File: src/design/epoch_seconds_to_calendar_date_unit_macros.svh
// ----------------------------------------------------------------------------
// Epoch seconds to calendar date: assertion macros
// Shared concurrent assertion forms, clocked on i_clk, off during reset.
// ----------------------------------------------------------------------------
`ifndef EPOCH_SECONDS_TO_CALENDAR_DATE_UNIT_MACROS_SVH
`define EPOCH_SECONDS_TO_CALENDAR_DATE_UNIT_MACROS_SVH

// same-cycle implication
`define ESC_ASSERT_IMPL(lbl, ante, cons, msg) \
    lbl: assert property (@(posedge i_clk) disable iff (!i_rst_n) (ante) |-> (cons)) \
        else $error(msg);

// next-cycle implication
`define ESC_ASSERT_NEXT(lbl, ante, cons, msg) \
    lbl: assert property (@(posedge i_clk) disable iff (!i_rst_n) (ante) |=> (cons)) \
        else $error(msg);

`endif

File: src/design/esc_pkg.sv
// ----------------------------------------------------------------------------
// Epoch seconds to calendar date: package
// Types, constants and calendar tables shared by the design files.
// ----------------------------------------------------------------------------
`default_nettype none

package esc_pkg;

    localparam int unsigned AccW = 31;

    localparam logic [AccW-1:0] SecsPerDay  = 31'd86400;
    localparam logic [AccW-1:0] SecsPerHour = 31'd3600;
    localparam logic [AccW-1:0] SecsPerMin  = 31'd60;
    localparam logic [AccW-1:0] DaysPerWeek = 31'd7;
    localparam logic [10:0]     BaseYear    = 11'd1970;
    localparam logic [14:0]     EpochWday   = 15'd4;

    // top shift of the divisor for each restoring division, and the last month index
    localparam logic [3:0] DayTopBit  = 4'd14;
    localparam logic [3:0] HourTopBit = 4'd4;
    localparam logic [3:0] MinTopBit  = 4'd5;
    localparam logic [3:0] WdayTopBit = 4'd11;
    localparam logic [3:0] LastMonth  = 4'd11;

    typedef enum logic [2:0] {
        S_IDLE,
        S_DAYS,
        S_HOUR,
        S_MIN,
        S_WDAY,
        S_YEAR,
        S_MONTH,
        S_DONE
    } t_state;

    typedef struct packed {
        logic [5:0]  seconds_of_minute;
        logic [5:0]  minutes_of_hour;
        logic [4:0]  hours_of_day;
        logic [4:0]  day_of_month;
        logic [3:0]  month_index;
        logic [10:0] year_number;
        logic [2:0]  weekday;
        logic [8:0]  day_of_year;
    } t_result;

    // years reachable here run 1970..2038, where the century rules change nothing
    function automatic logic is_leap(input logic [10:0] yr);
        return (yr[1:0] == 2'd0);
    endfunction

    function automatic logic [8:0] days_in_year(input logic [10:0] yr);
        return is_leap(yr) ? 9'd366 : 9'd365;
    endfunction

    function automatic logic [8:0] month_start(input logic lp, input logic [3:0] mo);
        logic [8:0] v;
        case (mo)
            4'd0:    v = 9'd0;
            4'd1:    v = 9'd31;
            4'd2:    v = lp ? 9'd60  : 9'd59;
            4'd3:    v = lp ? 9'd91  : 9'd90;
            4'd4:    v = lp ? 9'd121 : 9'd120;
            4'd5:    v = lp ? 9'd152 : 9'd151;
            4'd6:    v = lp ? 9'd182 : 9'd181;
            4'd7:    v = lp ? 9'd213 : 9'd212;
            4'd8:    v = lp ? 9'd244 : 9'd243;
            4'd9:    v = lp ? 9'd274 : 9'd273;
            4'd10:   v = lp ? 9'd305 : 9'd304;
            4'd11:   v = lp ? 9'd335 : 9'd334;
            default: v = lp ? 9'd366 : 9'd365;
        endcase
        return v;
    endfunction

endpackage

`default_nettype wire

File: src/design/esc_if.sv
// ----------------------------------------------------------------------------
// Epoch seconds to calendar date: channel interfaces
// Valid/ready channels for the input word and the result word.
// ----------------------------------------------------------------------------
`default_nettype none

interface esc_in_if;
    logic        valid;
    logic        ready;
    logic [30:0] seconds_since_epoch;

    modport source (output valid, output seconds_since_epoch, input ready);
    modport sink   (input valid, input seconds_since_epoch, output ready);
endinterface

interface esc_out_if;
    logic        valid;
    logic        ready;
    logic [5:0]  seconds_of_minute;
    logic [5:0]  minutes_of_hour;
    logic [4:0]  hours_of_day;
    logic [4:0]  day_of_month;
    logic [3:0]  month_index;
    logic [10:0] year_number;
    logic [2:0]  weekday;
    logic [8:0]  day_of_year;

    modport source (
        output valid, input ready,
        output seconds_of_minute, output minutes_of_hour, output hours_of_day,
        output day_of_month, output month_index, output year_number,
        output weekday, output day_of_year
    );
    modport sink (
        input valid, output ready,
        input seconds_of_minute, input minutes_of_hour, input hours_of_day,
        input day_of_month, input month_index, input year_number,
        input weekday, input day_of_year
    );
endinterface

`default_nettype wire

File: src/design/esc_cmp_sub.sv
// ----------------------------------------------------------------------------
// Epoch seconds to calendar date: compare-subtract unit
// Shared unit: flags a >= b and gives a - b when set, a otherwise.
// ----------------------------------------------------------------------------
`default_nettype none

module esc_cmp_sub (
    input  wire logic [esc_pkg::AccW-1:0] i_a,
    input  wire logic [esc_pkg::AccW-1:0] i_b,
    output logic                          o_ge,
    output logic [esc_pkg::AccW-1:0]      o_res
);

    logic [esc_pkg::AccW:0] diff;

    assign diff  = {1'b0, i_a} - {1'b0, i_b};
    assign o_ge  = ~diff[esc_pkg::AccW];
    assign o_res = o_ge ? diff[esc_pkg::AccW-1:0] : i_a;

endmodule

`default_nettype wire

File: src/design/epoch_seconds_to_calendar_date_unit.sv
// ----------------------------------------------------------------------------
// Epoch seconds to calendar date unit
// Converts a 31-bit count of seconds since 1970-01-01 00:00 UTC to
// time of day, weekday, day of year, year, month and day of month.
//
// i_in  : sink channel, one seconds word per conversion.
// o_out : source channel, one date word per input word.
// Every step runs through one compare-subtract unit under a sequencer:
//   seconds / 86400, then hours, minutes and the weekday remainder by
//   restoring division, then years stepped off from 1970 upward, then
//   months probed from December down, then the hand-off to the output.
// One word is in work at a time, and i_in.ready is high only while the
// sequencer idles.
// The result sits in an output register, so a new word is taken while it
// waits; if the receiver stalls, the next result holds in the last state
// until the register frees.
// Reset (i_rst_n low, synchronous) empties the output register and
// returns the sequencer to idle.
// ----------------------------------------------------------------------------
`default_nettype none

`include "epoch_seconds_to_calendar_date_unit_macros.svh"

module epoch_seconds_to_calendar_date_unit (
    input  wire logic i_clk,
    input  wire logic i_rst_n,
    esc_in_if.sink    i_in,
    esc_out_if.source o_out
);

    localparam int unsigned W = esc_pkg::AccW;

    esc_pkg::t_state  r_state, n_state;
    logic [W-1:0]     r_acc, n_acc;
    logic [14:0]      r_quo, n_quo;
    logic [3:0]       r_k, n_k;
    logic [14:0]      r_days, n_days;
    logic             r_lp, n_lp;
    esc_pkg::t_result r_work, n_work;
    esc_pkg::t_result r_out;
    logic             r_out_valid, n_out_valid;
    logic             load_out;

    logic [W-1:0] sub_b;
    logic [W-1:0] sub_res;
    logic         sub_ge;
    logic [14:0]  quo_shift;

    esc_cmp_sub u_cmp_sub (
        .i_a   (r_acc),
        .i_b   (sub_b),
        .o_ge  (sub_ge),
        .o_res (sub_res)
    );

    assign quo_shift = {r_quo[13:0], sub_ge};
    assign i_in.ready = (r_state == esc_pkg::S_IDLE);

    always_comb begin
        n_state     = r_state;
        n_acc       = r_acc;
        n_quo       = r_quo;
        n_k         = r_k;
        n_days      = r_days;
        n_lp        = r_lp;
        n_work      = r_work;
        n_out_valid = r_out_valid;
        load_out    = 1'b0;
        sub_b       = '0;

        if (r_out_valid && o_out.ready) begin
            n_out_valid = 1'b0;
        end

        case (r_state)
            esc_pkg::S_IDLE: begin
                if (i_in.valid) begin
                    n_acc   = i_in.seconds_since_epoch;
                    n_quo   = '0;
                    n_k     = esc_pkg::DayTopBit;
                    n_state = esc_pkg::S_DAYS;
                end
            end
            esc_pkg::S_DAYS: begin
                sub_b = esc_pkg::SecsPerDay << r_k;
                n_acc = sub_res;
                n_quo = quo_shift;
                n_k   = r_k - 4'd1;
                if (r_k == 4'd0) begin
                    n_days  = quo_shift;
                    n_quo   = '0;
                    n_k     = esc_pkg::HourTopBit;
                    n_state = esc_pkg::S_HOUR;
                end
            end
            esc_pkg::S_HOUR: begin
                sub_b = esc_pkg::SecsPerHour << r_k;
                n_acc = sub_res;
                n_quo = quo_shift;
                n_k   = r_k - 4'd1;
                if (r_k == 4'd0) begin
                    n_work.hours_of_day = quo_shift[4:0];
                    n_quo   = '0;
                    n_k     = esc_pkg::MinTopBit;
                    n_state = esc_pkg::S_MIN;
                end
            end
            esc_pkg::S_MIN: begin
                sub_b = esc_pkg::SecsPerMin << r_k;
                n_acc = sub_res;
                n_quo = quo_shift;
                n_k   = r_k - 4'd1;
                if (r_k == 4'd0) begin
                    n_work.minutes_of_hour   = quo_shift[5:0];
                    n_work.seconds_of_minute = sub_res[5:0];
                    n_acc   = W'(r_days + esc_pkg::EpochWday);
                    n_k     = esc_pkg::WdayTopBit;
                    n_state = esc_pkg::S_WDAY;
                end
            end
            esc_pkg::S_WDAY: begin
                sub_b = esc_pkg::DaysPerWeek << r_k;
                n_acc = sub_res;
                n_k   = r_k - 4'd1;
                if (r_k == 4'd0) begin
                    n_work.weekday     = sub_res[2:0];
                    n_acc              = W'(r_days);
                    n_work.year_number = esc_pkg::BaseYear;
                    n_state            = esc_pkg::S_YEAR;
                end
            end
            esc_pkg::S_YEAR: begin
                sub_b = W'(esc_pkg::days_in_year(r_work.year_number));
                if (sub_ge) begin
                    n_acc              = sub_res;
                    n_work.year_number = r_work.year_number + 11'd1;
                end else begin
                    n_work.day_of_year = r_acc[8:0];
                    n_lp               = esc_pkg::is_leap(r_work.year_number);
                    n_work.month_index = esc_pkg::LastMonth;
                    n_state            = esc_pkg::S_MONTH;
                end
            end
            esc_pkg::S_MONTH: begin
                sub_b = W'(esc_pkg::month_start(r_lp, r_work.month_index));
                if (sub_ge) begin
                    n_work.day_of_month = sub_res[4:0];
                    n_state             = esc_pkg::S_DONE;
                end else begin
                    n_work.month_index = r_work.month_index - 4'd1;
                end
            end
            esc_pkg::S_DONE: begin
                if (!r_out_valid || o_out.ready) begin
                    load_out    = 1'b1;
                    n_out_valid = 1'b1;
                    n_state     = esc_pkg::S_IDLE;
                end
            end
            default: begin
                n_state = esc_pkg::S_IDLE;
            end
        endcase
    end

    always_ff @(posedge i_clk) begin
        if (!i_rst_n) begin
            r_state     <= esc_pkg::S_IDLE;
            r_out_valid <= 1'b0;
        end else begin
            r_state     <= n_state;
            r_out_valid <= n_out_valid;
        end
    end

    always_ff @(posedge i_clk) begin
        r_acc  <= n_acc;
        r_quo  <= n_quo;
        r_k    <= n_k;
        r_days <= n_days;
        r_lp   <= n_lp;
        r_work <= n_work;
        if (load_out) begin
            r_out <= r_work;
        end
    end

    assign o_out.valid             = r_out_valid;
    assign o_out.seconds_of_minute = r_out.seconds_of_minute;
    assign o_out.minutes_of_hour   = r_out.minutes_of_hour;
    assign o_out.hours_of_day      = r_out.hours_of_day;
    assign o_out.day_of_month      = r_out.day_of_month;
    assign o_out.month_index       = r_out.month_index;
    assign o_out.year_number       = r_out.year_number;
    assign o_out.weekday           = r_out.weekday;
    assign o_out.day_of_year       = r_out.day_of_year;

    `ESC_ASSERT_NEXT(a_busy_after_accept, i_in.valid && i_in.ready, !i_in.ready, "ready after accept")
    `ESC_ASSERT_IMPL(a_year_range, r_state == esc_pkg::S_YEAR, r_work.year_number <= 11'd2038, "year overrun")
    `ESC_ASSERT_IMPL(a_date_range, r_state == esc_pkg::S_DONE, (r_work.month_index <= 4'd11) && (r_work.day_of_month <= 5'd30), "date out of range")
    `ESC_ASSERT_IMPL(a_time_range, o_out.valid, (o_out.seconds_of_minute < 6'd60) && (o_out.minutes_of_hour < 6'd60) && (o_out.hours_of_day < 5'd24) && (o_out.weekday < 3'd7), "time out of range")

endmodule

`default_nettype wire

File: src/flat_wrapper.sv
// flat-port wrapper written by rule: the top's interface ports become plain ports
module epoch_seconds_to_calendar_date_unit_flat 
  (i_clk, i_rst_n, i_in_valid, i_in_seconds_since_epoch, i_in_ready, o_out_valid, o_out_ready, o_out_seconds_of_minute, o_out_minutes_of_hour, o_out_hours_of_day, o_out_day_of_month, o_out_month_index, o_out_year_number, o_out_weekday, o_out_day_of_year);
  esc_in_if i_in_i ();
  esc_out_if o_out_i ();
  input  wire logic i_clk;
  input  wire logic i_rst_n;
  input wire logic [$bits(i_in_i.valid)-1:0] i_in_valid;
  input wire logic [$bits(i_in_i.seconds_since_epoch)-1:0] i_in_seconds_since_epoch;
  output wire logic [$bits(i_in_i.ready)-1:0] i_in_ready;
  output wire logic [$bits(o_out_i.valid)-1:0] o_out_valid;
  input wire logic [$bits(o_out_i.ready)-1:0] o_out_ready;
  output wire logic [$bits(o_out_i.seconds_of_minute)-1:0] o_out_seconds_of_minute;
  output wire logic [$bits(o_out_i.minutes_of_hour)-1:0] o_out_minutes_of_hour;
  output wire logic [$bits(o_out_i.hours_of_day)-1:0] o_out_hours_of_day;
  output wire logic [$bits(o_out_i.day_of_month)-1:0] o_out_day_of_month;
  output wire logic [$bits(o_out_i.month_index)-1:0] o_out_month_index;
  output wire logic [$bits(o_out_i.year_number)-1:0] o_out_year_number;
  output wire logic [$bits(o_out_i.weekday)-1:0] o_out_weekday;
  output wire logic [$bits(o_out_i.day_of_year)-1:0] o_out_day_of_year;
  assign i_in_i.valid = i_in_valid;
  assign i_in_i.seconds_since_epoch = i_in_seconds_since_epoch;
  assign i_in_ready = i_in_i.ready;
  assign o_out_valid = o_out_i.valid;
  assign o_out_i.ready = o_out_ready;
  assign o_out_seconds_of_minute = o_out_i.seconds_of_minute;
  assign o_out_minutes_of_hour = o_out_i.minutes_of_hour;
  assign o_out_hours_of_day = o_out_i.hours_of_day;
  assign o_out_day_of_month = o_out_i.day_of_month;
  assign o_out_month_index = o_out_i.month_index;
  assign o_out_year_number = o_out_i.year_number;
  assign o_out_weekday = o_out_i.weekday;
  assign o_out_day_of_year = o_out_i.day_of_year;
  epoch_seconds_to_calendar_date_unit u_core (.i_clk(i_clk), .i_rst_n(i_rst_n), .i_in(i_in_i), .o_out(o_out_i));
endmodule
File: config.mk
export PLATFORM = sky130hd
export DESIGN_NAME = epoch_seconds_to_calendar_date_unit_flat
export DESIGN_NICKNAME = d
export VERILOG_FILES = /design/src/design/esc_pkg.sv /design/src/design/esc_if.sv /design/src/design/esc_cmp_sub.sv /design/src/design/epoch_seconds_to_calendar_date_unit.sv /design/src/flat_wrapper.sv
export VERILOG_INCLUDE_DIRS = /design/src /design/src/design
export SDC_FILE = /design/constraint.sdc
export NUM_CORES = 1
export LEC_CHECK = 0
export ABC_AREA = 1
export BUFFER_PORTS_ARGS = -buffer_cell sky130_fd_sc_hd__buf_4
export CORE_MARGIN = 2
export CORE_UTILIZATION = 34
export DETAILED_ROUTE_END_ITERATION = 10
export SLEW_MARGIN = 20
export SYNTH_ARGS = -nofsm -noshare
export SYNTH_HDL_FRONTEND = slang
export SYNTH_HIERARCHICAL = 1
export SYNTH_SLANG_ARGS = --single-unit
export TNS_END_PERCENT = 50
File: constraint.sdc
create_clock -name i_clk -period 8.15 [get_ports i_clk]
set_clock_uncertainty 0.15 [all_clocks]
set_input_delay 1.2225 -clock i_clk [delete_from_list [all_inputs] [get_ports i_clk]]
set_output_delay 1.2225 -clock i_clk [all_outputs]
set_load 0.01 [all_outputs]
==> qor.yml <==
fmax_mhz: 185.8
hold_start: "u_core/r_work[45]$_DFFE_PP_"
postRouteAntennaNets: 0
syn_avg_cell_area_um2: 7.814
crit_arrival_ns: 5.38
post_cts_buffers: 0
finalMaxSlewViolations: 0
grt_max_degree: 43
gp_congestion: 0.9559
grt.overflow.total: 0
clk_pin_slew_ns: 0.07
cp.depth: 21
drcViolationCount: 0
min_path_type: "reg -> reg"
regToRegSetupSlack_ns: 2.77
layout_common_cells: "460 x nand2_1, 203 x inv_1, 163 x edfxtp_1, 127 x nor2_1, 105 x nand3_1"
path_buf_inv: 5
post-route-period-util_pct: 66.03
synth.yosys.seq_area_share_pct: 46.44
crit_start: "u_core/r_state[1]$_SDFFE_PN0P_"
antenna_found_initial: 0
worstReg2RegStart: "u_core/r_state[1]$_SDFFE_PN0P_"
worst-endpoint-required_ns: 8.15
cp_cell_sequence: "inv_1, ha_1, nand2_2, nand2_2, nor2_4, nor2_1, inv_1, o21ai_1, inv_1, ha_1, nand2_1, nand2_1, inv_2, nand2_1, a21oi_2, nor2_1, nor2_2, nand2_4, nor2_1, nor2_2, buf_4"
drt_iter0_markers: 717
cp_top_family: "simple AND/OR/NAND/NOR gates"
clock_sinks: 167
avgViaCountPerCell: 4.912
r2r_cells: 21
wire_per_inst_um: 16.33
path_max_fanout: 42
tightest_slew_ns: 1.026
cts_buffers: 17
ios: 86
cts_buffer_depth: 2
drt-pass1-iter-count: 6
start_util_pct: 34.75
clk_latency_ns: 0.45
hold_viol: 0
synth.distinct_cells: 44
grt_pass1_vias: 8638
cts_hold_buf: 0
crit_path_end_kind: "flop"
ys_warn_count: 6
syn-cell-area_mm2: 0.01071
finalSetupViolCount: 0
final_common_cell: "nand2_1"
period_needed_ns: 5.381
ys.flop_type: "edfxtp_1"
critPathKind: "reg -> reg"
post_cts_resized: 0
crit_path_end: "u_core/r_acc[14]$_DFFE_PP_"
postSynth.asyncResetShare_pct: 0
die_y_um: 181.5
core-area_mm2: 0.03083
maxSlewHeadroom_pct: 31.34
syn_nets: 1452
slowest_stage: "nor2_1"
areaGrowthSynthToFinish_pct: 15.11
rsz0062_at_grt: "false"
h-tree-depth: 4
totalWireLength_um: 30360
die_w_um: 181.5
layout-drive-gt1-share_pct: 11.48
nets: 1531
setup_tns_ns: 0
io_buffer_count: 85
antennaDiodeCount: 0
track_usage_pct: 18.78
cpPeakStageDelay_ns: 0.91
ys_seq_elements: 167
route.vias.total: 9131
worstReg2RegEnd: "u_core/r_acc[14]$_DFFE_PP_"
hpwl_um: 23360
maxCapViolations: 0
die-area_mm2: 0.03294
start_kind: "flop"
root_buffer: "clkbuf_16"
grt_pass1_wl_um: 47700
status: "completed"
rows: 64
fillers: 3168
cts_tree: "built"
synth_edf_count: 163
synthCells: 1371
synthesized netlist by cell type (all sizes together) (2+ instances only):
cell type / number / area (um^2)
a22oi: 3 / 22.52
inv: 221 / 832.1
dfxtp: 4 / 80.08
nor2: 138 / 560.5
ha: 45 / 563.0
a21oi: 52 / 267.8
clkinv: 2 / 7.510
edfxtp: 163 / 4895
o21bai: 3 / 22.52
buf: 25 / 160.2
clkbuf: 5 / 18.77
a31oi: 4 / 25.02
nand3b: 5 / 37.54
nand4: 11 / 83.83
nand2: 471 / 1829
o21ai: 51 / 255.2
xor2: 18 / 157.7
nor3: 8 / 40.04
and2: 4 / 25.02
o211ai: 4 / 30.03
a22o: 15 / 131.4
xnor2: 4 / 35.03
nand3: 108 / 563.0
through the flow:
stage	utilization, %	worst slack, ns	std cells	instance area (um^2)	hold slack (ns)
finish	40.00	2.769	1859	12330	0.2677
global route	40.00	2.267	1859	12330	0.2772
CTS	40.00	2.768	1859	12330	0.2695
detailed placement	38.00	2.820	1827	11720	0.2545
global placement	38.00	2.865	1827	11720	0.2505
floorplan	-	3.294	1371	10710	0.2503
flip-flops by register name, indices dropped and copies added (netlist names), 5 cells and up:
name	flops
u_core/o_out.seconds_of_minute	6
u_core/r_quo	14
u_core/o_out.minutes_of_hour	6
u_core/o_out.day_of_year	9
u_core/o_out.day_of_month	5
u_core/r_days	15
u_core/r_work	49
u_core/o_out.year_number	11
u_core/o_out.hours_of_day	5
u_core/r_acc	31
cells by family after synthesis:
group,after synthesis,share of synthesized area (%)
and+or+nand+nor,745,29.30
buffers and inverters,253,9.507
DFF,167,46.44
AOI/OAI and AO/OA,138,7.510
adders and majority gates,46,5.443
xor gates and xnor gates,22,1.799
layout make-up:
type	count	area, um^2	area share [%]
Inverter	223	839.6	6.808
Clock inverter	14	187.7	1.522
Tap cell	396	495.5	4.018
Timing Repair Buffer	90	675.6	5.479
Multi-Input combinational cell	951	4730	38.35
Sequential cell	167	4975	40.34
Clock buffer	18	429.2	3.480
per-layer routing:
layer	vias up	track usage (%)	share of wire [%]
met1	4192	26.94	47
met5	-	0	0
met4	0	5.203	1.4
li1	4577	-	-
met2	327	28.57	43
met3	35	4.031	8.1
worst min path at each step:
| stage | to | slack [ns] | cells past startpoint |
|---|---|---|---|
| after floorplan | u_core/o_out.day_of_month[0]$_DFFE_PP_ | 0.25 | 0 |
| after CTS | u_core/o_out.weekday[1]$_DFFE_PP_ | 0.27 | 0 |
| after detailed placement | u_core/o_out.minutes_of_hour[2]$_DFFE_PP_ | 0.25 | 0 |
| after global placement | u_core/o_out.hours_of_day[3]$_DFFE_PP_ | 0.25 | 0 |
| after global routing | u_core/o_out.seconds_of_minute[3]$_DFFE_PP_ | 0.28 | 0 |
| final | u_core/o_out.seconds_of_minute[2]$_DFFE_PP_ | 0.27 | 0 |
Power is left out: the tool's default activity adds up to more than one toggle a clock period on the data nets, which glitch-free logic cannot reach.
